<file path="src/rtl/lpks_ram.sv">
// Generic simple dual-port RAM with one write port and a registered read.
// No dependencies.
module lpks_ram #(
   parameter int WIDTH = 8,
   parameter int DEPTH = 16
) (
   input logic clock,
   input logic wr_en,
   input logic [$clog2(DEPTH)-1:0] wr_addr,
   input logic [WIDTH-1:0] wr_data,
   input logic [$clog2(DEPTH)-1:0] rd_addr,
   output logic [WIDTH-1:0] rd_data
);

   logic [WIDTH-1:0] mem_ff [DEPTH];
   logic [WIDTH-1:0] rd_data_ff;

   always_ff @(posedge clock) begin
      if (wr_en) begin
         mem_ff[wr_addr] <= wr_data;
      end
      rd_data_ff <= mem_ff[rd_addr];
   end

   assign rd_data = rd_data_ff;

endmodule

</file>
<file path="config.mk">
export PLATFORM = sky130hd
export DESIGN_NAME = lpks_ram
export DESIGN_NICKNAME = d
export VERILOG_FILES = /design/src/rtl/lpks_ram.sv
export SDC_FILE = /design/constraint.sdc
export NUM_CORES = 1
export LEC_CHECK = 0
export ABC_AREA = 1
export BUFFER_PORTS_ARGS = -buffer_cell sky130_fd_sc_hd__buf_2
export CORE_ASPECT_RATIO = 0.5
export CORE_MARGIN = 1
export CORE_UTILIZATION = 50
export CTS_CLUSTER_DIAMETER = 150
export DETAILED_ROUTE_END_ITERATION = 8
export HOLD_SLACK_MARGIN = 0.03
export PLACE_DENSITY = 0.63
export SKIP_LAST_GASP = 1
export SYNTH_ARGS = -nofsm -noshare
export SYNTH_HDL_FRONTEND = slang
export SYNTH_SLANG_ARGS = --single-unit
</file>
<file path="constraint.sdc">
create_clock -name clock -period 1.8 [get_ports clock]
set_input_delay 0.36 -clock clock [delete_from_list [all_inputs] [get_ports clock]]
set_output_delay 0.36 -clock clock [all_outputs]
set_load 0.03 [all_outputs]
</file>
== Yosys cells after proc, flatten, opt, wreduce, memory -nomap -nowiden ==
Memory sizes are Yosys's and may differ from the RTL's. A register that Yosys moved wholly into a read port is not among the register bits.
Index checks and enable logic that the tools add are counted.

* Memories: 1
* RAM bits: 128
* Flip-flop bits (word level): 0
* Logic and storage cells: 3
* Input bits: 18
* Output and inout bits: 8

{| class="wikitable"
|+ Memory list
! name !! words !! width !! rd ports !! clocked after memory_dff !! wr ports !! line !! RTL
|-
| mem_ff || 16 || 8 || 1 || 1 || 1 || 15 || <nowiki>logic [WIDTH-1:0] mem_ff [DEPTH];</nowiki>
|}

* Muxes and demuxes: 2

{| class="wikitable"
|+ Operators by type and width
! cell !! number
|-
| 2-to-1 mux 1 bit || 2
|}

== Longest topological paths before layout ==
* Depth after elaboration: 2
* Depth in mapped cells: 8
* Gate-level depth less buffers: 7

== Worst setup path before layout ==
No wires, ideal clock.

* Path kind: input -> register
* Start: input port wr_addr[2]
* End: memory mem_ff[10][0] (enable)
* Cell stages on the path: 2
* Slack: 489 ps
* Setup time: 370 ps
* Buffers on the path: 0
* Data arrival time: 941 ps
* Cell sequence: nand3b_1 > nor2_1

{| class="wikitable"
|+ RTL lines
! element !! line !! RTL
|-
| from (decl) || 9 || <nowiki>input logic [$clog2(DEPTH)-1:0] wr_addr,</nowiki>
|-
| to (decl) || 15 ||
|}

No word-level cell before the write port.

== Final worst setup path ==
* Start: register rd_data_ff[3], in the netlist rd_data[3], read port of mem_ff
* End: output port rd_data[3]

{| class="wikitable"
|+ RTL lines
! element !! line !! RTL
|-
| from (decl) || 16 || <nowiki>logic [WIDTH-1:0] rd_data_ff;</nowiki>
|-
| to (decl) || 12 || <nowiki>output logic [WIDTH-1:0] rd_data</nowiki>
|}

No word-level cell between the ends.

==> results.md <==
* Status: complete, no violations
* Sink Count at 136
* Tot GR Track Use at 24.33%
* Critical path required time at 1440 ps
* Yosys cell types at 12
* Most common flop cell mapped by yosys: edfxtp_1
* Post-synth top area share at 66.65%
* Syn-to-layout area delta at 16.36%
* Initial DRC count at 369
* Clock transition at the registers of the reported paths at 60 ps
* Synth Register Bits at 136
* DRC violations left at 0
* Post-synthesis sequential area ratio at 69.43%
* Slowest CP cell: dfxtp_1
* Remaining global-route overflow at 0
* Worst-Margin Slew at 420.7 ps
* Slowest stage delay, CP at 330 ps
* Setup TNS at 0 ps
* Pwr Density at 1111 mW/mm²
* Placed cells at 721
* Layout cells sized above 1 at 12.50%
* Finished Layout Cells at 753
* Setup violations, final at 0
* FF/Latch Area at 0.004004 mm²
* Max VDD drop at 729.3 µV
* Static leakage at 0.002935 µW
* Pre-antenna DRT Iters at 6
* Worst Skew at 7.347 ps
* Top-count cell post-synth: nand2_1
* Die Span X at 153.9 µm
* Final Max Tran Viols at 0
* Critical path buffers and inverters at 1
* GP Congestion at 0.8346
* Worst-path cell chain: buf_2
* CP top delay family: flip-flops
* Post-synth EDFFs at 128
* Crit path kind: reg -> out
* H-tree levels at 4
* Later-pin clock latency in the skew report at 420 ps
* Antenna diode instance count at 0
* Net Count, Synth at 569
* Area of the multi-input gates at 0.001214 mm²
* Resize count post-CTS at 0
* Die height at 77.94 µm
* First-pass GRT wire length at 20.78 mm
* Via density at 5.090
* Worst Path Max Fanout at 1
* Startpoint types: register
* Setup bufs post-CTS at 0
* Overall power at 7457 µW
* Critical Path AT at 960 ps
* CTS buffer count at 17
* Number of I/O pins at 26
* Post-Syn Instances at 551
* Fin crit period at 1322 ps
* Root buffer selected by CTS: clkbuf_16
* Total die area at 0.01199 mm²
* FFs w/ async S/R, synth at 0%
* Commonest cells in the netlist: nand2_1, edfxtp_1, inv_1, nand3_1, nor2_1
* Core Box Area at 0.01111 mm²
* Starting Density at 51.89%
* Hold/Removal Path Class: in -> reg
* Critical Path End Type: primary output
* Fillers at 917
* WL per Instance at 17.71 µm
* Avg Cell Area, Syn at 10.47 µm²
* Post-Route WL at 13.33 mm
* DR vias at 3833
* Synth area leaders: edfxtp_1, nand2_1, nand3_1, inv_1, dfxtp_1
* Vias in the first global route at 3738
* Number of nets with antenna violations after routing at 0
* Largest net degree at the start of global routing at 45
* RSZ-0062 raised after global routing: false
* Synthesized area at 0.005767 mm²
* CTS tree: built
* Initial antenna violation count at 0
* # hold bufs at CTS at 0
* Post-DP HPWL at 7.958 mm
* Hold Vio Cnt, Final at 0
* Yosys top cell by area: edfxtp_1
* CTS max path bufs at 2
* Synthesis Warnings at 0
* Final worst-path cycle share at 73.43%
* Nets at 613
* Input/output buffers at 25
* Std-Cell Rows at 27
* Max-slew headroom at 71.96%
* Fmax at 0.7566 GHz
* Maxcap violations at 0
area by class of cell:
cell class                 count  share of cell area, %
inverter                     102                  5.706
clock buffer                  23                  6.675
clock inverter                 9                  1.865
sequential                   136                  59.67
multi-input combinational    289                  18.09
timing repair buffer          49                  5.296
tap                          145                  2.704
worst register-to-register path: stages (launching register included):
cell and delay, ps:
edfxtp_1 370, inv_1 60, nand2_1 40, nand3_1 90, nand3_1 140, nand3_1 160, nand2_1 90
final timing paths:
kind | startpoint | to | slack, ps | cells after the start
min reg2reg | mem_ff[10][7] | rd_data[7] | 660 | 6
min | rd_addr[3] | rd_data[1] | 320 | 3
max reg2reg | mem_ff[7][0] | rd_data[0] | 740 | 6
max | rd_data[3] | rd_data[3] | 480 | 1
per-stage QoR:
stage	instance area, µm²	util, %	hold WS (ps)	setup slack [ps]
after floorplan	5767	-	458.9	489.2
after global placement	6137	55.22	642.8	332.9
after detailed placement	6137	55.22	642.2	319.4
after CTS	6710	60.37	320.3	467.0
after global routing	6710	60.37	337.2	470.3
final	6710	60.37	323.9	478.3
flip-flops by register name, summed over array words and instances (netlist names):
name,flops
mem_ff,128
rd_data,8
report_power, final:
group | total, µW | internal (µW) | switching [µW]
Clock | 3410 | 2170 | 1240
Combinational | 489 | 140 | 349
Sequential | 3560 | 3540 | 20.6
per-layer routing:
layer | vias to the layer above | global-route usage [%] | share of wire, %
li1 | 1861 | - | -
met1 | 1845 | 34.22 | 46
met2 | 106 | 37.68 | 47
met3 | 21 | 4.134 | 4.9
met4 | 0 | 10.40 | 1.7
met5 | - | 0 | 0
cell families after synthesis:
logic type	after synthesis	share of synthesized area [%]
and+or+nand+nor	289	21.05
DFF	136	69.43
buffers and inverters	126	9.525
layout by cell type, fill, tap and decap left out, types with 3 or more instances in the layout:
master     instances
nand3_1           97
clkinv_2           3
edfxtp_1         128
buf_2             25
nand2_1          173
buf_4             20
clkbuf_1           6
dfxtp_1            8
bufinv_16          3
inv_1            100
buf_12             4
clkbuf_16         17
nor2_1            17
No activity file was read; power rests on OpenSTA's default activity.
