`config.mk`:
```
export PLATFORM = sky130hd
export DESIGN_NAME = lpks_queue
export DESIGN_NICKNAME = d
export VERILOG_FILES = /design/src/rtl/lpks_queue.sv
export SDC_FILE = /design/constraint.sdc
export NUM_CORES = 1
export LEC_CHECK = 0
export BUFFER_PORTS_ARGS = -buffer_cell sky130_fd_sc_hd__buf_2
export CORE_UTILIZATION = 49
export DETAILED_ROUTE_END_ITERATION = 16
export PLACE_DENSITY = 0.75
export SYNTH_ARGS = -nofsm -noshare
export SYNTH_HDL_FRONTEND = slang
export SYNTH_SLANG_ARGS = --single-unit
```
`constraint.sdc`:
```
create_clock -name clock -period 1.8 [get_ports clock]
set_input_delay 0.27 -clock clock [delete_from_list [all_inputs] [get_ports clock]]
set_output_delay 0.27 -clock clock [all_outputs]
set_load 0.02 [all_outputs]
```
`src/rtl/lpks_queue.sv`:
```
// Short first-in first-out queue between the hashing front end and the
// probe engine. No dependencies.
module lpks_queue #(
   parameter int WIDTH = 8,
   parameter int DEPTH = 2
) (
   input logic clock,
   input logic reset,
   input logic push_valid,
   output logic push_ready,
   input logic [WIDTH-1:0] push_data,
   output logic pop_valid,
   input logic pop_ready,
   output logic [WIDTH-1:0] pop_data
);

   localparam int PTR_W = (DEPTH > 1) ? $clog2(DEPTH) : 1;
   localparam int CNT_W = $clog2(DEPTH + 1);
   localparam logic [PTR_W-1:0] LAST_PTR = PTR_W'(DEPTH - 1);
   localparam logic [CNT_W-1:0] FULL_CNT = CNT_W'(DEPTH);

   logic [WIDTH-1:0] slot_ff [DEPTH];
   logic [PTR_W-1:0] wr_ptr_ff, wr_ptr_in;
   logic [PTR_W-1:0] rd_ptr_ff, rd_ptr_in;
   logic [CNT_W-1:0] cnt_ff, cnt_in;
   logic do_push, do_pop;

   assign push_ready = (cnt_ff != FULL_CNT);
   assign pop_valid = (cnt_ff != '0);
   assign pop_data = slot_ff[rd_ptr_ff];
   assign do_push = push_valid && push_ready;
   assign do_pop = pop_valid && pop_ready;

   always_comb begin
      wr_ptr_in = wr_ptr_ff;
      rd_ptr_in = rd_ptr_ff;
      cnt_in = cnt_ff;
      if (do_push) begin
         wr_ptr_in = (wr_ptr_ff == LAST_PTR) ? '0 : wr_ptr_ff + 1'b1;
      end
      if (do_pop) begin
         rd_ptr_in = (rd_ptr_ff == LAST_PTR) ? '0 : rd_ptr_ff + 1'b1;
      end
      if (do_push && !do_pop) begin
         cnt_in = cnt_ff + 1'b1;
      end else if (do_pop && !do_push) begin
         cnt_in = cnt_ff - 1'b1;
      end
   end

   always_ff @(posedge clock) begin
      if (reset) begin
         wr_ptr_ff <= '0;
         rd_ptr_ff <= '0;
         cnt_ff <= '0;
      end else begin
         wr_ptr_ff <= wr_ptr_in;
         rd_ptr_ff <= rd_ptr_in;
         cnt_ff <= cnt_in;
      end
   end

   always_ff @(posedge clock) begin
      if (do_push) begin
         slot_ff[wr_ptr_ff] <= push_data;
      end
   end

endmodule

```
# Yosys cells after proc, flatten, opt, wreduce, memory -nomap -nowiden
# Memory sizes are Yosys's and may differ from the RTL's. A register that Yosys moved wholly into a read port is not among the register bits.
# Cells that the tools add are included.
# totals
regBits	4
ram_bits	16
inputBits	12
out_inout_bits	10
word_cells	25
n_memories	1
# memory_table
memory	words	word_bits	read_ports	rd_ports_with_merged_regs	write_ports	line	rtl
slot_ff	2	8	1	1	1	22	logic [WIDTH-1:0] slot_ff [DEPTH];
# classes
add_sub_neg	4
n_eq_ne	1
mux	8
reduce_logical	8
# op_table
cell	count
1-bit 2-to-1 mux	6
1-bit logical AND	4
2-bit 2-to-1 mux	2
2-bit nonzero test	2
1-bit adder (second input constant)	2
2-bit by 1-bit adder with 2-bit output (second input constant)	1
1-bit zero test	2
2-bit inequality test (second input constant)	1
2-bit by 1-bit subtractor with 2-bit output (second input constant)	1

# Longest topological paths before layout
# depth
word_depth	6
ltp_mapped	6
depth_no_buf	6

# Least setup slack after synthesis
# Ideal clock, no wire load.
# synth_timing
path_kind	reg-to-reg
from	register cnt_ff[0]
to	register cnt_ff[1]
setup_ns	0.070
t_arrival_ns	1.454
required_ns	1.730
path_slack_ns	0.276
path_stages_with_launch	6
path_buffers	0
synth_period_minus_slack_ns	1.524
path_cell_list	dfxtp_1 -> nand2b_4 -> and2_1 -> ha_1 -> or3_1 -> a21oi_1
# synth_via
elab_chain_len	5
elab_cells_between_ends	13
classes_between	add/sub: 2; eq/ne: 1; mux: 2; reduce/logical: 8
# synth_rtl
item	line	rtl
from (decl)	25	logic [CNT_W-1:0] cnt_ff, cnt_in;
from (signal assigned)	59	cnt_ff <= cnt_in;
2-bit inequality test *	28	assign push_ready = (cnt_ff != FULL_CNT);
named net push_ready	10	output logic push_ready,
1-bit logical AND *	31	assign do_push = push_valid && push_ready;
1-bit zero test	46	end else if (do_pop && !do_push) begin
1-bit logical AND	46	
2-bit nonzero test (no source line)	--	
# The timed path passes the listed nets; every way through them passes the cells marked *. The select of a mux whose other input is x is not followed.
# A chain may end at the register's enable or synchronous reset.

==> results.sh <==
export IMPL_slew_viol_final=0
export IMPL_place_detailed_hpwl_microns=815
export IMPL_die_x_microns=42.6
export IMPL_critical_path_peak_fanout=8
export IMPL_antenna_found_initial=0
export IMPL_worstPathCellList="mux2_2, buf_2"
export IMPL_fin_total_pwr_w=0.00134
export IMPL_synth_top_cell_by_area="edfxtp_1"
export IMPL_clock_latency_ns=0.29
export IMPL_cp_top_family="flip-flops"
export IMPL_start_util_pct=52.9
export IMPL_overflow=0
export IMPL_num_nets_final=87
export IMPL_grt_pass1_wl_microns=1870
export IMPL_cts_clk_slew_worst_paths_ns=0.11
export IMPL_synthCells=49
export IMPL_grt_pass1_vias=465
export IMPL_synth_top_flop_cell="edfxtp_1"
export IMPL_synthTopCellsByArea="edfxtp_1, dfxtp_1, mux2_2"
export IMPL_gp_congestion=0.654
export IMPL_multiInputGateArea_sq_um=216
export IMPL_holdBufCountCts=0
export IMPL_ir_drop_mv=0.842
export IMPL_drt_first_pass_iters=2
export IMPL_post_cts_setup_buffers=0
export IMPL_tightest_slew_ns=0.368
export IMPL_worstPathArrival_ns=1.38
export IMPL_fin_hold_ws_ns=0.156
export IMPL_synth_top_area_share_pct=59.6
export IMPL_path_class="reg2out"
export IMPL_power_density_nw_per_um2=1400
export IMPL_cts_buffers=3
export IMPL_seq_area_sq_um=581
export IMPL_clock_skew_ns=0.000707
export IMPL_ys_ff_latch=21
export IMPL_syn_area_per_cell_sq_um=16.4
export IMPL_die_area_sq_um=1810
export IMPL_ant_nets=0
export IMPL_synthToLayoutAreaGrowth_pct=18.3
export IMPL_syn_area_sq_um=806
export IMPL_leakage_nw=0.385
export IMPL_port_buffers=21
export IMPL_wl_per_cell_microns=12.7
export IMPL_drv_cap=0
export IMPL_status="complete, no violations"
export IMPL_synth_nets=62
export IMPL_root_buffer="clkbuf_4"
export IMPL_grt_usage_pct=15.1
export IMPL_setup_tns_ns=0
export IMPL_ys_seq_area_share_pct=72.0
export IMPL_cpMaxStageDelayCell="dfxtp_1"
export IMPL_async_flop_share_pct=0
export IMPL_die_y_microns=42.6
export IMPL_num_vias=461
export IMPL_slew_headroom_pct=75.5
export IMPL_antennaDiodeCount=0
export IMPL_slowest_delay_ns=0.55
export IMPL_hp_class="in2reg"
export IMPL_finalHoldViolCount=0
export IMPL_setup_worst_path_start_class="flip-flop"
export IMPL_ys_types=17
export IMPL_setup_viol=0
export IMPL_route_detailed_drc=0
export IMPL_cts_max_level=1
export IMPL_cts_resized=0
export IMPL_wl_microns=1130
export IMPL_synth_commonest_cells="edfxtp_1, mux2_2, dfxtp_1, nor2_1, xor2_1"
export IMPL_core_rowCount=14
export IMPL_drive_gt1_share_pct=49.3
export IMPL_core_sq_um=1520
export IMPL_ioPinCount=22
export IMPL_fill_cells=125
export IMPL_yosysWarningCount=0
export IMPL_path_buf_inv=1
export IMPL_rsz0062_at_grt="false"
export IMPL_vias_per_cell=5.18
export IMPL_required_ns=1.53
export IMPL_post_route_min_period_ns=1.65
export IMPL_yosysMostFrequentCell="edfxtp_1"
export IMPL_cp_end_kind="output port"
export IMPL_min_period_over_period_pct=91.9
export IMPL_grt_start_max_net_pins=13
export IMPL_synth_edf_count=16
export IMPL_cts_buffer_depth=2
export IMPL_drt_iter0_markers=3
export IMPL_cts_tree="built"
export IMPL_tritoncts_num_sinks=21
export IMPL_fmax_mhz=605
report_power, final:
part           leakage, nW  internal, W  switching (W)
clock               0.0177    0.0000826       0.000134
combinational        0.176     0.000203       0.000237
sequential           0.191     0.000615      0.0000659
total                0.385     0.000901       0.000437
metal layers:
layer | wire length (microns) | global-route usage, % | vias to the layer above
met2 | 560 | 24.6 | 12
li1 | - | - | 226
met3 | 58 | 3.02 | 2
met1 | 489 | 17.4 | 221
met4 | 18 | 11.3 | 0
met5 | 0 | 0 | -
final cells by class:
cell class / instances / area share [%]
Timing Repair Buffer: 21 / 11.0
Multi-Input combinational cell: 26 / 22.7
Tap cell: 16 / 2.10
Clock inverter: 1 / 0.525
Clock buffer: 3 / 2.36
Sequential cell: 21 / 60.9
Inverter: 1 / 0.394
worst paths after layout:
| path | slack [ns] | endpoint | cells past startpoint | from |
|---|---|---|---|---|
| setup reg to reg | 0.22 | cnt_ff[1] | 5 | cnt_ff[0] |
| setup / recovery | 0.15 | pop_data[5] | 2 | flip-flop |
| hold reg to reg | 0.52 | rd_ptr_ff | 2 | rd_ptr_ff |
| hold / removal | 0.16 | slot_ff[0][0] | 1 | push_data[0] |
cells in the final DEF, fill, tap and decap left out, drive strengths merged, types with 2 or more instances in the layout:
cell | netlist | final
a21oi | 2 | 2
buf | 1 | 21
dfxtp | 5 | 5
nor2 | 3 | 3
edfxtp | 16 | 16
clkbuf | 0 | 3
mux2 | 8 | 8
o21ai | 2 | 2
xor2 | 3 | 3
registers in the layout, indices dropped and copies added (netlist names), named ones only:
name / cells
slot_ff: 16
cnt_ff: 2
rd_ptr_ff: 1
wr_ptr_ff: 1
kinds of logic (layout without fill, tap and decap cells):
kind of cell | after synthesis | count (layout) | share of synthesized area (%)
flip-flops | 21 | 21 | 72.1
AND/OR/NAND/NOR | 9 | 9 | 7.14
multiplexers | 8 | 8 | 11.2
AO/OA/AOI/OAI | 5 | 5 | 3.73
XOR/XNOR | 3 | 3 | 3.26
buffers and inverters | 2 | 26 | 1.09
adder cells (fa/ha/maj) | 1 | 1 | 1.55
through the flow:
| step | cell area [sq um] | util [%] | cells | setup WS [ns] |
|---|---|---|---|---|
| after CTS | 953 | 62.6 | 89 | 0.105 |
| after global placement | 926 | 60.8 | 85 | 0.297 |
| after global routing | 953 | 62.6 | 89 | 0.0525 |
| after detailed placement | 926 | 60.8 | 85 | 0.255 |
| final | 953 | 62.6 | 89 | 0.146 |
| after floorplan | 806 | - | 49 | 0.276 |
Note: power is estimated with default switching activity, not from simulation.
