[config.mk]
export PLATFORM = sky130hd
export DESIGN_NAME = lpks_front
export DESIGN_NICKNAME = d
export VERILOG_FILES = /design/src/rtl/lpks_pkg.sv /design/src/rtl/lpks_front.sv
export SDC_FILE = /design/constraint.sdc
export NUM_CORES = 1
export LEC_CHECK = 0
export ABC_AREA = 1
export BUFFER_PORTS_ARGS = -buffer_cell sky130_fd_sc_hd__buf_4
export CORE_ASPECT_RATIO = 0.6
export CORE_UTILIZATION = 47
export DETAILED_ROUTE_END_ITERATION = 7
export PLACE_DENSITY = 0.81
export REMOVE_ABC_BUFFERS = 1
export SYNTH_ARGS = -nofsm -noshare
export SYNTH_HDL_FRONTEND = slang
export SYNTH_SLANG_ARGS = --single-unit
[constraint.sdc]
create_clock -name clock -period 6.3 [get_ports clock]
set_clock_uncertainty 0.15 [all_clocks]
set_input_delay 0.315 -clock clock [delete_from_list [all_inputs] [get_ports clock]]
set_output_delay 0.315 -clock clock [all_outputs]
set_load 0.005 [all_outputs]
[src/rtl/lpks_pkg.sv]
// Package for the linear probing key set: payload types, request codes,
// field widths, the mixing constant and the probe engine state type.
// No dependencies.
package lpks_pkg;

   localparam int SLOTS_LOG2_DEFAULT = 10;
   localparam int QUEUE_DEPTH = 2;

   localparam int KEY_W = 64;
   localparam int REQ_TYPE_W = 2;
   localparam int SALT_W = 10;
   localparam int SLOT_W = 10;
   localparam int COUNT_W = 10;

   localparam logic [KEY_W-1:0] MIX_CONST = 64'h517cc1b727220a95;

   localparam logic [REQ_TYPE_W-1:0] REQ_INSERT = 2'd1;
   localparam logic [REQ_TYPE_W-1:0] REQ_CLEAR = 2'd2;

   typedef struct packed {
      logic [REQ_TYPE_W-1:0] req_type;
      logic [KEY_W-1:0] lookup_key;
   } req_payload_type;

   typedef struct packed {
      logic found;
      logic [SLOT_W-1:0] slot_index;
      logic table_full;
      logic [COUNT_W-1:0] entry_count;
   } rsp_payload_type;

   typedef enum logic [1:0] {
      ST_SWEEP,
      ST_IDLE,
      ST_PROBE,
      ST_RESP
   } back_state_type;

endpackage

[src/rtl/lpks_front.sv]
// Front end: accepts request items, holds the salt register and computes the
// home slot of each key. Depends on lpks_pkg.
module lpks_front #(
   parameter int SLOTS_LOG2 = lpks_pkg::SLOTS_LOG2_DEFAULT
) (
   input logic clock,
   input logic reset,
   input logic req_valid,
   output logic req_ready,
   input lpks_pkg::req_payload_type req_payload,
   input logic csr_wr_en,
   input logic [lpks_pkg::SALT_W-1:0] csr_wr_data,
   output logic push_valid,
   input logic push_ready,
   output logic [$bits(lpks_pkg::req_payload_type)+SLOTS_LOG2-1:0] push_data
);
   import lpks_pkg::*;

   localparam logic [SLOTS_LOG2-1:0] MIX_MASKED = MIX_CONST[SLOTS_LOG2-1:0];

   logic [SALT_W-1:0] salt_ff;
   logic stage_valid_ff, stage_valid_in;
   req_payload_type stage_req_ff;
   logic [SLOTS_LOG2-1:0] stage_fold_ff, fold_in;
   logic [SLOTS_LOG2-1:0] home;

   assign fold_in = req_payload.lookup_key[32 +: SLOTS_LOG2]
                  ^ req_payload.lookup_key[SLOTS_LOG2-1:0]
                  ^ SLOTS_LOG2'(salt_ff);
   assign home = stage_fold_ff * MIX_MASKED;

   assign req_ready = !stage_valid_ff || push_ready;
   assign push_valid = stage_valid_ff;
   assign push_data = {stage_req_ff, home};

   always_comb begin
      stage_valid_in = stage_valid_ff;
      if (req_ready) begin
         stage_valid_in = req_valid;
      end
   end

   always_ff @(posedge clock) begin
      if (reset) begin
         stage_valid_ff <= 1'b0;
         salt_ff <= '0;
      end else begin
         stage_valid_ff <= stage_valid_in;
         if (csr_wr_en) begin
            salt_ff <= csr_wr_data;
         end
      end
   end

   always_ff @(posedge clock) begin
      if (req_valid && req_ready) begin
         stage_req_ff <= req_payload;
         stage_fold_ff <= fold_in;
      end
   end

endmodule

After elaboration in Yosys (flattened, before gate mapping) --
Cells that the tools add are included.
Cells by class: reduce and logical (&&, ||, !) cells 3, muxes and demuxes 0, multipliers 1, bitwise logic cells 2, equality and inequality tests 0, shifts and indexed selects 0, div/mod/pow operators 0, $lt $le $gt $ge 0, add/sub/neg operators 0
Operators with widths (count):
- 10-bit XOR | 2
- 10-bit by 10-bit multiplier with 10-bit output (second input constant) | 1
- 1-bit logical AND | 1
- 1-bit logical NOT | 1
- 1-bit logical OR | 1
Word-level totals: memories kept 0, register bits 87, word-level logic and storage cells 11, RAM bits 0, bits in read-only memories 0, bits in latches 0

Longest topological paths before layout --
depth in word-level cells 3, depth in mapped cells 15

Least setup slack after synthesis --
OpenSTA, ideal clock, no wires.
kind input port to flip-flop, from in req_valid, to reg stage_req_ff (netlist bit push_data[10]) (enable), path slack 1578 ps, arrival time 4037 ps, data required time 5615 ps, stages 2, path through inv_1 > a21oi_1
On the way: word-level cells in the longest chain between the ends 1
RTL lines:
- start, declared | line lpks_front.sv:8 | input logic req_valid,
- 1-bit logical AND | line lpks_front.sv:56 | if (req_valid && req_ready) begin
- end signal, assigned | line lpks_front.sv:57 | stage_req_ff <= req_payload;
- end, declared | line lpks_front.sv:23 | req_payload_type stage_req_ff;
No other way between the ends. A chain may end at the register's enable or synchronous reset.

Worst setup path in the final report --
from reg stage_fold_ff[1], to out push_data[9] (netlist bit)
On the way: word-level cells in the longest chain between the ends 1
RTL lines:
- start, declared | line lpks_front.sv:24 | logic [SLOTS_LOG2-1:0] stage_fold_ff, fold_in;
- start signal, assigned | line lpks_front.sv:58 | stage_fold_ff <= fold_in;
- 10-bit by 10-bit multiplier with 10-bit output | line lpks_front.sv:30 | assign home = stage_fold_ff * MIX_MASKED;
- end, declared | line lpks_front.sv:15 | output logic [$bits(lpks_pkg::req_payload_type)+SLOTS_LOG2-1:0] push_data
No other way between the ends.

==> flow_summary.yaml <==
run_status:
  status: "finished clean"
synthesis:
  synth_cell_types: 20
  ys_top_cells_by_area: "edfxtp_1 (65%), dfxtp_1 (6.3%), ha_1 (6.1%)"
  ys_seq_elements: 87
  syn_avg_cell_area_um2: 14.6
  synth_top_area_share_pct: 65.3
  yosysSeqAreaShare_pct: 71.6
  yosysTopAreaCell: "edfxtp_1"
  synthCells: 240
  yosysWarnings: 0
  syn-cell-area_mm2: 0.00349
worst_setup_path:
  r2r_end: "push_data[39]"
  critPathLaunchType: "flop"
  slowest_delay_ns: 0.49
  cp_slowest_cell: "fa_1"
  r2r-start: "push_valid"
  cp_common_cell: "inv_1"
  critPathTopFamily: "adder cells"
  r2r_slack_ns: 4.44
  critPathBufInv: 6
  cp_max_fo: 3
  worstPathRequired_ns: 5.83
  reg2reg_depth: 2
  end_kind: "primary output"
  crit_chain: "ha_1, inv_1, fa_1, inv_1, ha_1, inv_1, fa_1, inv_1, ha_1, a21oi_1, o21ai_1, a21oi_2, inv_1, nand2_1, nand2_1, buf_4"
  path_class: "flop to primary output"
  crit_arrival_ns: 3.49
timing:
  finalSetupViolations: 0
  layout_min_cycle_time_ns: 3.96
  final_hold_viol_count: 0
  tightest_slew_ns: 0.968
  drv_slew: 0
  final.period_utilization_pct: 62.8
  tns_ns: 0
  fmax_mhz: 253
  relSlewSlack_pct: 35.5
  rsz0062_at_grt: "false"
route:
  drt-total-wl_um: 9620
  drc: 0
  drtPass1Iterations: 4
  antenna_left: 0
  wl_per_cell_um: 17.5
  drt_iter0_drc: 177
  dr_total_vias: 2642
  via_per_inst: 4.80
power_and_ir_drop:
  p_leak_nw: 2.42
  combPwrFrac_pct: 25.6
  p_total_mw: 1.69
  intPower_mw: 1.25
  seqPwrFrac_pct: 40.7
  switching_power_uw: 442
  p_sw_share_pct: 26.1
  ir_drop_v: 0.000222
  clkPwrFrac_pct: 33.7
  p_per_area_mw_per_mm2: 307
floorplan:
  die_w_um: 113
  die_height_um: 68.8
  dieArea_mm2: 0.00779
  start_util_pct: 50.4
  core_area_mm2: 0.00694
  rows: 23
  ios: 159
clock_network:
  clk_latency_ns: 0.33
  cts-buffers-inserted: 9
  clkSlewWorstSetupHoldPaths_ns: 0.07
  clock-sinks: 87
  cts-root-buf: "clkbuf_16"
  htree_num_levels: 3
  cts_buffer_depth: 2
  cts_tree: "done"
hold_path:
  hp-start: "req_payload[46]"
  hold_end: "push_data[56]"
  min_path_type: "primary input to flop"
  whs_path_depth: 1
place:
  hpwlAfterDp_um: 5700
  routabilityCongestion: 0.807
  io_buffers: 158
final_layout:
  seqCellArea_mm2: 0.00250
  area_delta_synth_final_pct: 57.8
  layout_commonest_cell: "buf_4"
  layout_common_cells: "buf_4 (159), edfxtp_1 (76), nand2_1 (41)"
  fillers: 397
  antenna_cells: 0
  drive_gt1_share_pct: 39.1
  nNetsFinal: 548
  multi_input_area_um2: 873
global_route:
  grt_usage_pct: 26.0
  grt_max_degree: 77
  overflow: 0
  grt_pass1_wl_um: 14400
  grt_pass1_vias: 2781
  antenna_found_initial: 0
run:
  maxCapViolCount: 0
what timing repair did:
item	CTS	global route
setup buffers	0	0
hold buffers	39	0
gates resized for setup	0	0
hold endpoints to repair	39	0
power by group through the flow:
stage | registers (mW) | clock network [mW] | logic [mW]
final | 0.689 | 0.571 | 0.433
after global placement | 0.696 | 0 | 0.401
after global routing | 0.692 | 0.598 | 0.490
after floorplan | 0.703 | 0 | 0.214
after detailed placement | 0.699 | 0 | 0.408
after CTS | 0.687 | 0.572 | 0.431
registers in the layout (all words and copies together), names as in the netlist:
name and count:
push_data 66, stage_fold_ff 10, push_valid 1, salt_ff 10
how the worst max path moves through the flow:
stage                     slack, ns  cells past startpoint             to        startpoint
final                          2.34                     16   push_data[9]  stage_fold_ff[1]
after global placement         2.77                     16   push_data[9]  stage_fold_ff[1]
after detailed placement       2.70                     16   push_data[9]  stage_fold_ff[1]
after floorplan                1.58                      2  push_data[10]         req_valid
after CTS                      2.31                     16   push_data[9]  stage_fold_ff[1]
after global routing           2.15                     16   push_data[9]  stage_fold_ff[1]
layout make-up:
class | instances | share of cell area (%)
Inverter | 28 | 1.91
Timing Repair Buffer | 198 | 28.7
Clock buffer | 10 | 4.15
Multi-Input combinational cell | 121 | 15.8
Clock inverter | 6 | 1.68
Tap cell | 100 | 2.27
Sequential cell | 87 | 45.4
stage by stage:
step                      setup WS [ns]  cell area [um2]  hold WS, ns  std cells  util, %
after floorplan                    1.58             3470        0.234        236        -
after global placement             2.77             4800        0.312        495     69.2
after detailed placement           2.70             4800        0.315        495     69.2
after CTS                          2.31             5510     0.000108        550     79.5
after global routing               2.15             5510      0.00136        550     79.5
final                              2.34             5510       0.0123        550     79.5
worst register-to-register path, cell delays in order, from the launching register on:
cell     delay (ns)
dfxtp_1        0.37
a21oi_4        0.16
buf_4          0.73
cells by family (layout without fill, tap and decap cells):
family / Yosys count / count (layout) / share of synthesized area (%)
AO/OA/AOI/OAI: 18 / 18 / 2.72
XOR/XNOR: 26 / 26 / 6.52
adder cells (fa/ha/maj): 22 / 22 / 8.95
buffers and inverters: 32 / 242 / 3.69
flip-flops: 87 / 87 / 71.6
AND/OR/NAND/NOR: 55 / 55 / 6.48
routing by layer:
metal  wire length (um)  GRT usage [%]  vias up
li1                   -              -     1240
met4                191           11.0        0
met2               4800           47.7      115
met3                848           9.62       20
met1               3780           28.1     1267
met5                  0              0        -
synthesized netlist by cell type:
cell and n:
a21oi_2 1, inv_1 27, a21oi_1 15, fa_1 5
a31oi_1 1, buf_4 2, dfxtp_1 11, nand2_1 41
xor2_1 4, o21ai_1 1, edfxtp_1 76, clkbuf_1 1
ha_1 17, nand3b_1 1, buf_2 1, nand4_1 1
clkinv_1 1, nor2_1 1, xnor2_1 22, nand3_1 11
Note: power is estimated with default switching activity, not from simulation.
