===== src/rtl/lpks_pkg.sv =====
// Package for the linear probing key set: payload types, request codes,
// field widths, the mixing constant and the probe engine state type.
// No dependencies.
package lpks_pkg;

   localparam int SLOTS_LOG2_DEFAULT = 10;
   localparam int QUEUE_DEPTH = 2;

   localparam int KEY_W = 64;
   localparam int REQ_TYPE_W = 2;
   localparam int SALT_W = 10;
   localparam int SLOT_W = 10;
   localparam int COUNT_W = 10;

   localparam logic [KEY_W-1:0] MIX_CONST = 64'h517cc1b727220a95;

   localparam logic [REQ_TYPE_W-1:0] REQ_INSERT = 2'd1;
   localparam logic [REQ_TYPE_W-1:0] REQ_CLEAR = 2'd2;

   typedef struct packed {
      logic [REQ_TYPE_W-1:0] req_type;
      logic [KEY_W-1:0] lookup_key;
   } req_payload_type;

   typedef struct packed {
      logic found;
      logic [SLOT_W-1:0] slot_index;
      logic table_full;
      logic [COUNT_W-1:0] entry_count;
   } rsp_payload_type;

   typedef enum logic [1:0] {
      ST_SWEEP,
      ST_IDLE,
      ST_PROBE,
      ST_RESP
   } back_state_type;

endpackage


===== src/rtl/lpks_back.sv =====
// Back end: probe engine that walks the slot table, inserts keys, clears the
// table by sweeping it and holds the result register. Depends on lpks_pkg.
module lpks_back #(
   parameter int SLOTS_LOG2 = lpks_pkg::SLOTS_LOG2_DEFAULT
) (
   input logic clock,
   input logic reset,
   input logic pop_valid,
   output logic pop_ready,
   input logic [$bits(lpks_pkg::req_payload_type)+SLOTS_LOG2-1:0] pop_data,
   output logic ram_wr_en,
   output logic [SLOTS_LOG2-1:0] ram_wr_addr,
   output logic [lpks_pkg::KEY_W:0] ram_wr_data,
   output logic [SLOTS_LOG2-1:0] ram_rd_addr,
   input logic [lpks_pkg::KEY_W:0] ram_rd_data,
   output logic rsp_valid,
   input logic rsp_ready,
   output lpks_pkg::rsp_payload_type rsp_payload
);
   import lpks_pkg::*;

   localparam int ENTRY_W = $bits(req_payload_type) + SLOTS_LOG2;

   back_state_type state_ff, state_in;
   logic [SLOTS_LOG2-1:0] addr_ff, addr_in;
   logic [SLOTS_LOG2-1:0] chk_ff, chk_in;
   logic [SLOTS_LOG2-1:0] count_ff, count_in;
   logic [KEY_W-1:0] key_ff, key_in;
   logic ins_ff, ins_in;
   logic sweep_pending_ff, sweep_pending_in;
   rsp_payload_type res_ff, res_in;
   logic rsp_valid_ff, rsp_valid_in;
   rsp_payload_type rsp_data_ff, rsp_data_in;

   req_payload_type head_req;
   logic [SLOTS_LOG2-1:0] head_home;
   logic slot_free, slot_hit, rsp_free;

   assign head_req = pop_data[ENTRY_W-1:SLOTS_LOG2];
   assign head_home = pop_data[SLOTS_LOG2-1:0];
   assign slot_free = !ram_rd_data[KEY_W];
   assign slot_hit = ram_rd_data[KEY_W] && (ram_rd_data[KEY_W-1:0] == key_ff);
   assign rsp_free = !rsp_valid_ff || rsp_ready;

   assign rsp_valid = rsp_valid_ff;
   assign rsp_payload = rsp_data_ff;

   always_comb begin
      state_in = state_ff;
      case (state_ff)
         ST_SWEEP: begin
            if (addr_ff == '1) begin
               state_in = ST_IDLE;
            end
         end
         ST_IDLE: begin
            if (pop_valid) begin
               state_in = (head_req.req_type == REQ_CLEAR) ? ST_RESP : ST_PROBE;
            end
         end
         ST_PROBE: begin
            if (slot_free || slot_hit) begin
               state_in = ST_RESP;
            end
         end
         ST_RESP: begin
            if (rsp_free) begin
               state_in = sweep_pending_ff ? ST_SWEEP : ST_IDLE;
            end
         end
         default: begin
            state_in = ST_IDLE;
         end
      endcase
   end

   always_comb begin
      pop_ready = 1'b0;
      ram_wr_en = 1'b0;
      ram_wr_addr = addr_ff;
      ram_wr_data = '0;
      ram_rd_addr = addr_ff;
      addr_in = addr_ff;
      chk_in = chk_ff;
      count_in = count_ff;
      key_in = key_ff;
      ins_in = ins_ff;
      sweep_pending_in = sweep_pending_ff;
      res_in = res_ff;
      rsp_valid_in = rsp_valid_ff && !rsp_ready;
      rsp_data_in = rsp_data_ff;
      case (state_ff)
         ST_SWEEP: begin
            ram_wr_en = 1'b1;
            addr_in = addr_ff + 1'b1;
         end
         ST_IDLE: begin
            pop_ready = 1'b1;
            ram_rd_addr = head_home;
            if (pop_valid) begin
               key_in = head_req.lookup_key;
               ins_in = (head_req.req_type == REQ_INSERT);
               chk_in = head_home;
               addr_in = head_home + 1'b1;
               if (head_req.req_type == REQ_CLEAR) begin
                  addr_in = '0;
                  count_in = '0;
                  sweep_pending_in = 1'b1;
                  res_in = '0;
               end
            end
         end
         ST_PROBE: begin
            chk_in = addr_ff;
            addr_in = addr_ff + 1'b1;
            res_in.found = slot_hit;
            res_in.slot_index = SLOT_W'(chk_ff);
            res_in.table_full = 1'b0;
            res_in.entry_count = COUNT_W'(count_ff);
            if (!slot_hit && slot_free && ins_ff) begin
               if (count_ff[SLOTS_LOG2-1]) begin
                  res_in.table_full = 1'b1;
               end else begin
                  ram_wr_en = 1'b1;
                  ram_wr_addr = chk_ff;
                  ram_wr_data = {1'b1, key_ff};
                  count_in = count_ff + 1'b1;
                  res_in.entry_count = COUNT_W'(count_in);
               end
            end
         end
         ST_RESP: begin
            if (rsp_free) begin
               rsp_valid_in = 1'b1;
               rsp_data_in = res_ff;
               sweep_pending_in = 1'b0;
            end
         end
         default: begin
         end
      endcase
   end

   always_ff @(posedge clock) begin
      if (reset) begin
         state_ff <= ST_SWEEP;
         addr_ff <= '0;
         count_ff <= '0;
         sweep_pending_ff <= 1'b0;
         rsp_valid_ff <= 1'b0;
      end else begin
         state_ff <= state_in;
         addr_ff <= addr_in;
         count_ff <= count_in;
         sweep_pending_ff <= sweep_pending_in;
         rsp_valid_ff <= rsp_valid_in;
      end
   end

   always_ff @(posedge clock) begin
      chk_ff <= chk_in;
      key_ff <= key_in;
      ins_ff <= ins_in;
      res_ff <= res_in;
      rsp_data_ff <= rsp_data_in;
   end

endmodule


===== config.mk =====
export PLATFORM = sky130hd
export DESIGN_NAME = lpks_back
export DESIGN_NICKNAME = d
export VERILOG_FILES = /design/src/rtl/lpks_pkg.sv /design/src/rtl/lpks_back.sv
export SDC_FILE = /design/constraint.sdc
export NUM_CORES = 1
export LEC_CHECK = 0
export BUFFER_PORTS_ARGS = -buffer_cell sky130_fd_sc_hd__buf_2
export CELL_PAD_IN_SITES_DETAIL_PLACEMENT = 1
export CELL_PAD_IN_SITES_GLOBAL_PLACEMENT = 1
export CORE_ASPECT_RATIO = 0.9
export CORE_UTILIZATION = 35
export CTS_CLUSTER_SIZE = 28
export DETAILED_ROUTE_END_ITERATION = 12
export GPL_ROUTABILITY_DRIVEN = 0
export GPL_TIMING_DRIVEN = 0
export HOLD_SLACK_MARGIN = 0.05
export PLACE_DENSITY_LB_ADDON = 0.12
export SLEW_MARGIN = 15
export SYNTH_ARGS = -nofsm -noshare
export SYNTH_HDL_FRONTEND = slang
export SYNTH_SLANG_ARGS = --single-unit

===== constraint.sdc =====
create_clock -name clock -period 3.1 [get_ports clock]
set_clock_uncertainty 0.05 [all_clocks]
set_input_delay 0.31 -clock clock [delete_from_list [all_inputs] [get_ports clock]]
set_output_delay 0.31 -clock clock [all_outputs]
set_load 0.02 [all_outputs]

### Word-level counts from Yosys, hierarchy flattened

Index checks and enable logic that the tools add are counted.

* register bits: 143
* bits of input ports: 145
* word-level logic and storage cells: 94

* eq/ne operators: 13
* multiplexer cells: 39
* add/sub/neg operators: 3
* reductions and logical operators: 23

Operator list (count)
* $mux 65: 3
* $mux 10: 11
* $eq 64x64->1: 1
* $pmux 10 s2: 3
* $mux 22: 2
* $pmux 22 s2: 1
* $add 10x1->10 const B: 3
* $ne 2x2->1 const B: 6
* $reduce_and 4->1: 3
* $mux 1: 11
* $mux 11: 1
* $eq 10x10->1 const B: 1
* $mux 2: 4
* $pmux 2 s4: 1
* $reduce_and 2->1: 4
* $eq 2x2->1 const B: 3
* $reduce_bool 2->1: 3
* $eq 2x1->1 const B: 2
* $logic_and 1x1->1: 4
* $logic_not 1->1: 4
* $pmux 1 s2: 2
* $reduce_and 3->1: 1
* $logic_not 2->1: 1
* $logic_or 1x1->1: 2
* $reduce_or 2->1: 1

### Depth between registers and ports, before layout

* word-level depth: 7
* gate-level depth with buffers: 10
* depth with buffers taken out: 8

### Worst setup path after synthesis

Ideal clock, no wire load.

* kind: reg-to-reg
* from: reg state_ff[1]
* to: reg ins_ff, enable pin
* arrival time: 2.834 ns
* setup slack: -0.214 ns
* library setup time: 0.430 ns
* required time: 2.620 ns
* period minus slack after synthesis: 3.314 ns
* cell stages (with the launch flop): 6
* cells stage by stage: dfxtp_1 inv_1 ha_1 buf_2 buf_1 and2_1

* word-level cells in the longest chain between the ends: 2

RTL lines
* from (decl): RTL line lpks_back.sv:24 `back_state_type state_ff, state_in;`
* from (signal assigned): RTL line lpks_back.sv:152 `state_ff <= state_in;`
* $eq 2x1->1: RTL line lpks_back.sv:92 `case (state_ff)`
* $reduce_and 2->1 (no line)
* to (signal assigned): RTL line lpks_back.sv:163 `ins_ff <= ins_in;`
* to (decl): RTL line lpks_back.sv:29 `logic ins_ff, ins_in;`

Every way passes these cells.
A chain may end at the register's enable or synchronous reset.

### Worst setup path after layout

* from: reg count_ff[9]
* to: out ram_wr_data[57] (netlist bit)

* word-level cells in the longest chain between the ends: 3

RTL lines
* from (decl): RTL line lpks_back.sv:27 `logic [SLOTS_LOG2-1:0] count_ff, count_in;`
* from (signal assigned): RTL line lpks_back.sv:154 `count_ff <= count_in;`
* $mux 65: RTL line lpks_back.sv:121 `if (count_ff[SLOTS_LOG2-1]) begin`
* $mux 65: RTL line lpks_back.sv:120 `if (!slot_hit && slot_free && ins_ff) begin`
* $mux 65: RTL line lpks_back.sv:92
* to (decl): RTL line lpks_back.sv:13 `output logic [lpks_pkg::KEY_W:0] ram_wr_data,`

Every way passes these cells.

==> out/results.ini <==
[global_route]
antenna_found_initial=1
grt_pass1_wl_mm=33.6
grt_pass1_vias=6188
grt_max_degree=35
grt_use_met2_pct=38.2
use_met3_pct=4.92
overflow=0
grt.total_usage_pct=22.3
grt-busiest-layer=met2
use_met1_pct=27.6

[sta]
finalHoldViolCount=0
drv_slew=0
setup_viol=0
fin_setup_tns_ps=0
fmax_mhz=347
post-route-period-util_pct=93.0
tightest_slew_ps=735
maxSlewHeadroom_pct=50.9
grt_setup_unrepaired=no
layout_min_cycle_time_ps=2880

[yosys]
synth_area_um2=6940
synth_seq_cells=143
synth.avg_cell_area_um2=11.9
async_flop_share_pct=0
syn_nets=734
ys_warn_count=0
synth-edff-count=119
yosys.area.top_type=edfxtp_1
ys_top_cells_by_area=edfxtp_1, xnor2_1, dfxtp_1
syn-instance-count=582
ys_types=46
synth_top_area_share_pct=51.5
synth_flop_cell=edfxtp_1
yosysSeqAreaShare_pct=58.4

[setup_path]
r2r_cells=6
arrival_ps=2520
critPathCaptureType=output pin
cpMostUsedCell=buf_2
startpoint_type=flop
cp_num_buf_inv=4
critPathSlowestCell=clkbuf_1
crit_path_max_incr_delay_ps=470
worstReg2RegStart=state_ff[1]
rrSetupSlack_ps=410
cp_data_required_time_ps=2740
r2r_end=key_ff[0]
startpoint=count_ff[9]
crit_family=buffers and inverters
cp_max_fo=10
path_class=flop to output pin
crit_chain=buf_2 -> nor3b_2 -> buf_2 -> clkbuf_1 -> and3_1 -> buf_2

[worst_hold_path]
hp-start=pop_data[75]
holdCritPathClass=input port to flop
hold_path_end=ins_ff
hold_path_depth=2

[cells_and_area]
final_cell_mix=buf_2, edfxtp_1, xnor2_1
syn_to_final_growth_pct=41.6
final_common_cell=buf_2
final_layout_size_suffix_gt1_share_pct=35.8
nets=1072
fillCellCount=2163

[die]
die_w_um=150
core-area_um2=19300
floorplan.initialDensity_pct=36.0
dieArea_um2=20400
ios=255
die_h_um=136
std_cell_rows=48

[clock_tree]
cts_root_buf=clkbuf_16
tritoncts=done
clk_pin_slew_worst_paths_ps=60
cts_sinks=143
clock_latency_ps=420
cts_buffer_depth=2
htreeDepth=4
cts_buffers=17

[pwr]
power_uw=6300
power_density_nw_per_um2=640
leakage_uw=0.00415
irDropWorstVdd_v=0.000388

[routing]
vias=5913
drt.antenna.violating_nets=0
drt_first_pass_iters=4
vias_per_cell=5.00
routed_wl_mm=22.6
drc=0
first_iter_violations=248
post_drt_wl_per_cell_um=19.1

[place]
portBuffers=253
place_hpwl_mm=16.6

[status]
status=finished, final reports clean

[flow_run]
cap_violations=0

-- repair_timing --
action | in CTS | in global routing
setup endpoints to repair | 0 | 2
hold buffers | 64 | 0
endpoints found under the hold margin | 64 | 0
setup buffers | 0 | 0
resized for setup | 0 | 2
-- worst reg2reg max path: stages (launching register included) --
cell and delay [ps]:
dfxtp_1 350, inv_1 100, ha_1 220, buf_2 270, buf_1 490, and2_4 590
buf_12 290
-- through the flow --
step                util (%)  instance area, um^2  cells  setup slack [ps]  hold WS (ps)
finish                  51.0                 9830   1183               217           142
detailed placement      44.5                 8580   1087               430           355
global route            51.0                 9830   1183              52.9           125
floorplan                  -                 6950    582               474           350
CTS                     51.0                 9830   1182               166           126
global placement        44.2                 8520   1085             -50.5           352
-- cell type report --
type                       instances  area (um^2)  area share (%)
sequential                       143         4050            41.2
multi-input combinational        400         2750            28.0
timing repair buffer             319         1940            19.7
clock buffer                      17          425            4.33
tap                              250          313            3.18
clock inverter                    14          189            1.92
buffer                            31          128            1.30
inverter                           8         30.0           0.305
antenna                            1         2.50          0.0254
-- worst max-delay path by stage --
stage | to | slack (ps) | cells past startpoint
after global placement | key_ff[45] | -50 | 5
final | ram_wr_data[57] | 220 | 6
after detailed placement | key_ff[27] | 430 | 6
after floorplan | ins_ff | 470 | 5
after CTS | ram_wr_data[57] | 170 | 6
after global routing | ram_wr_data[57] | 50 | 6
-- cells by family (layout without fill, tap and decap cells) --
| kind of cell | Yosys count | in the layout | share of synthesized area [%] |
|---|---|---|---|
| AOI/OAI and AO/OA | 65 | 65 | 5.66 |
| xor gates and xnor gates | 78 | 78 | 9.84 |
| adders and majority gates | 7 | 7 | 1.26 |
| buffers and inverters | 39 | 389 | 2.25 |
| DFF | 143 | 143 | 58.4 |
| muxes | 31 | 31 | 5.01 |
| other | 0 | 1 | 0 |
| and+or+nand+nor | 219 | 219 | 17.6 |
-- metal layers --
layer	vias to the layer above	wire, um
li1	2811	-
met1	2894	9740
met2	181	11400
met3	27	1040
met4	0	401
met5	-	0
-- sequential cells by signal, summed over array words and instances, names as in the netlist --
name and count:
addr_ff 10, chk_ff 10, count_ff 10, ins_ff 1, key_ff 64, res_ff 22
rsp_payload 22, rsp_valid 1, state_ff 2, sweep_pending_ff 1
-- power breakdown --
group	leakage, uW	internal [uW]	total (uW)	switching (uW)
sequential	0.00127	2400	2580	178
clock	0.000297	1340	2170	824
combinational	0.00258	634	1560	921
-- cells in the mapped netlist, types with 2 or more instances --
master	count
nand2b_1	2
nor3b_1	2
or2_2	3
a21oi_1	20
dfxtp_1	24
nor4_1	6
ha_1	7
edfxtp_1	119
nand4_1	24
inv_1	8
and2_1	19
a21oi_2	2
clkbuf_1	22
xnor2_1	73
a31oi_1	4
buf_2	8
and3_1	65
nor3_1	8
o32ai_1	3
or3_1	6
a22oi_1	5
nor2_1	31
nand3_1	8
o21ai_0	19
nor2b_1	8
a221oi_1	3
nand2_1	30
xor2_1	5
mux2_2	30
a21boi_0	2
(Power assumes the default switching activity.)
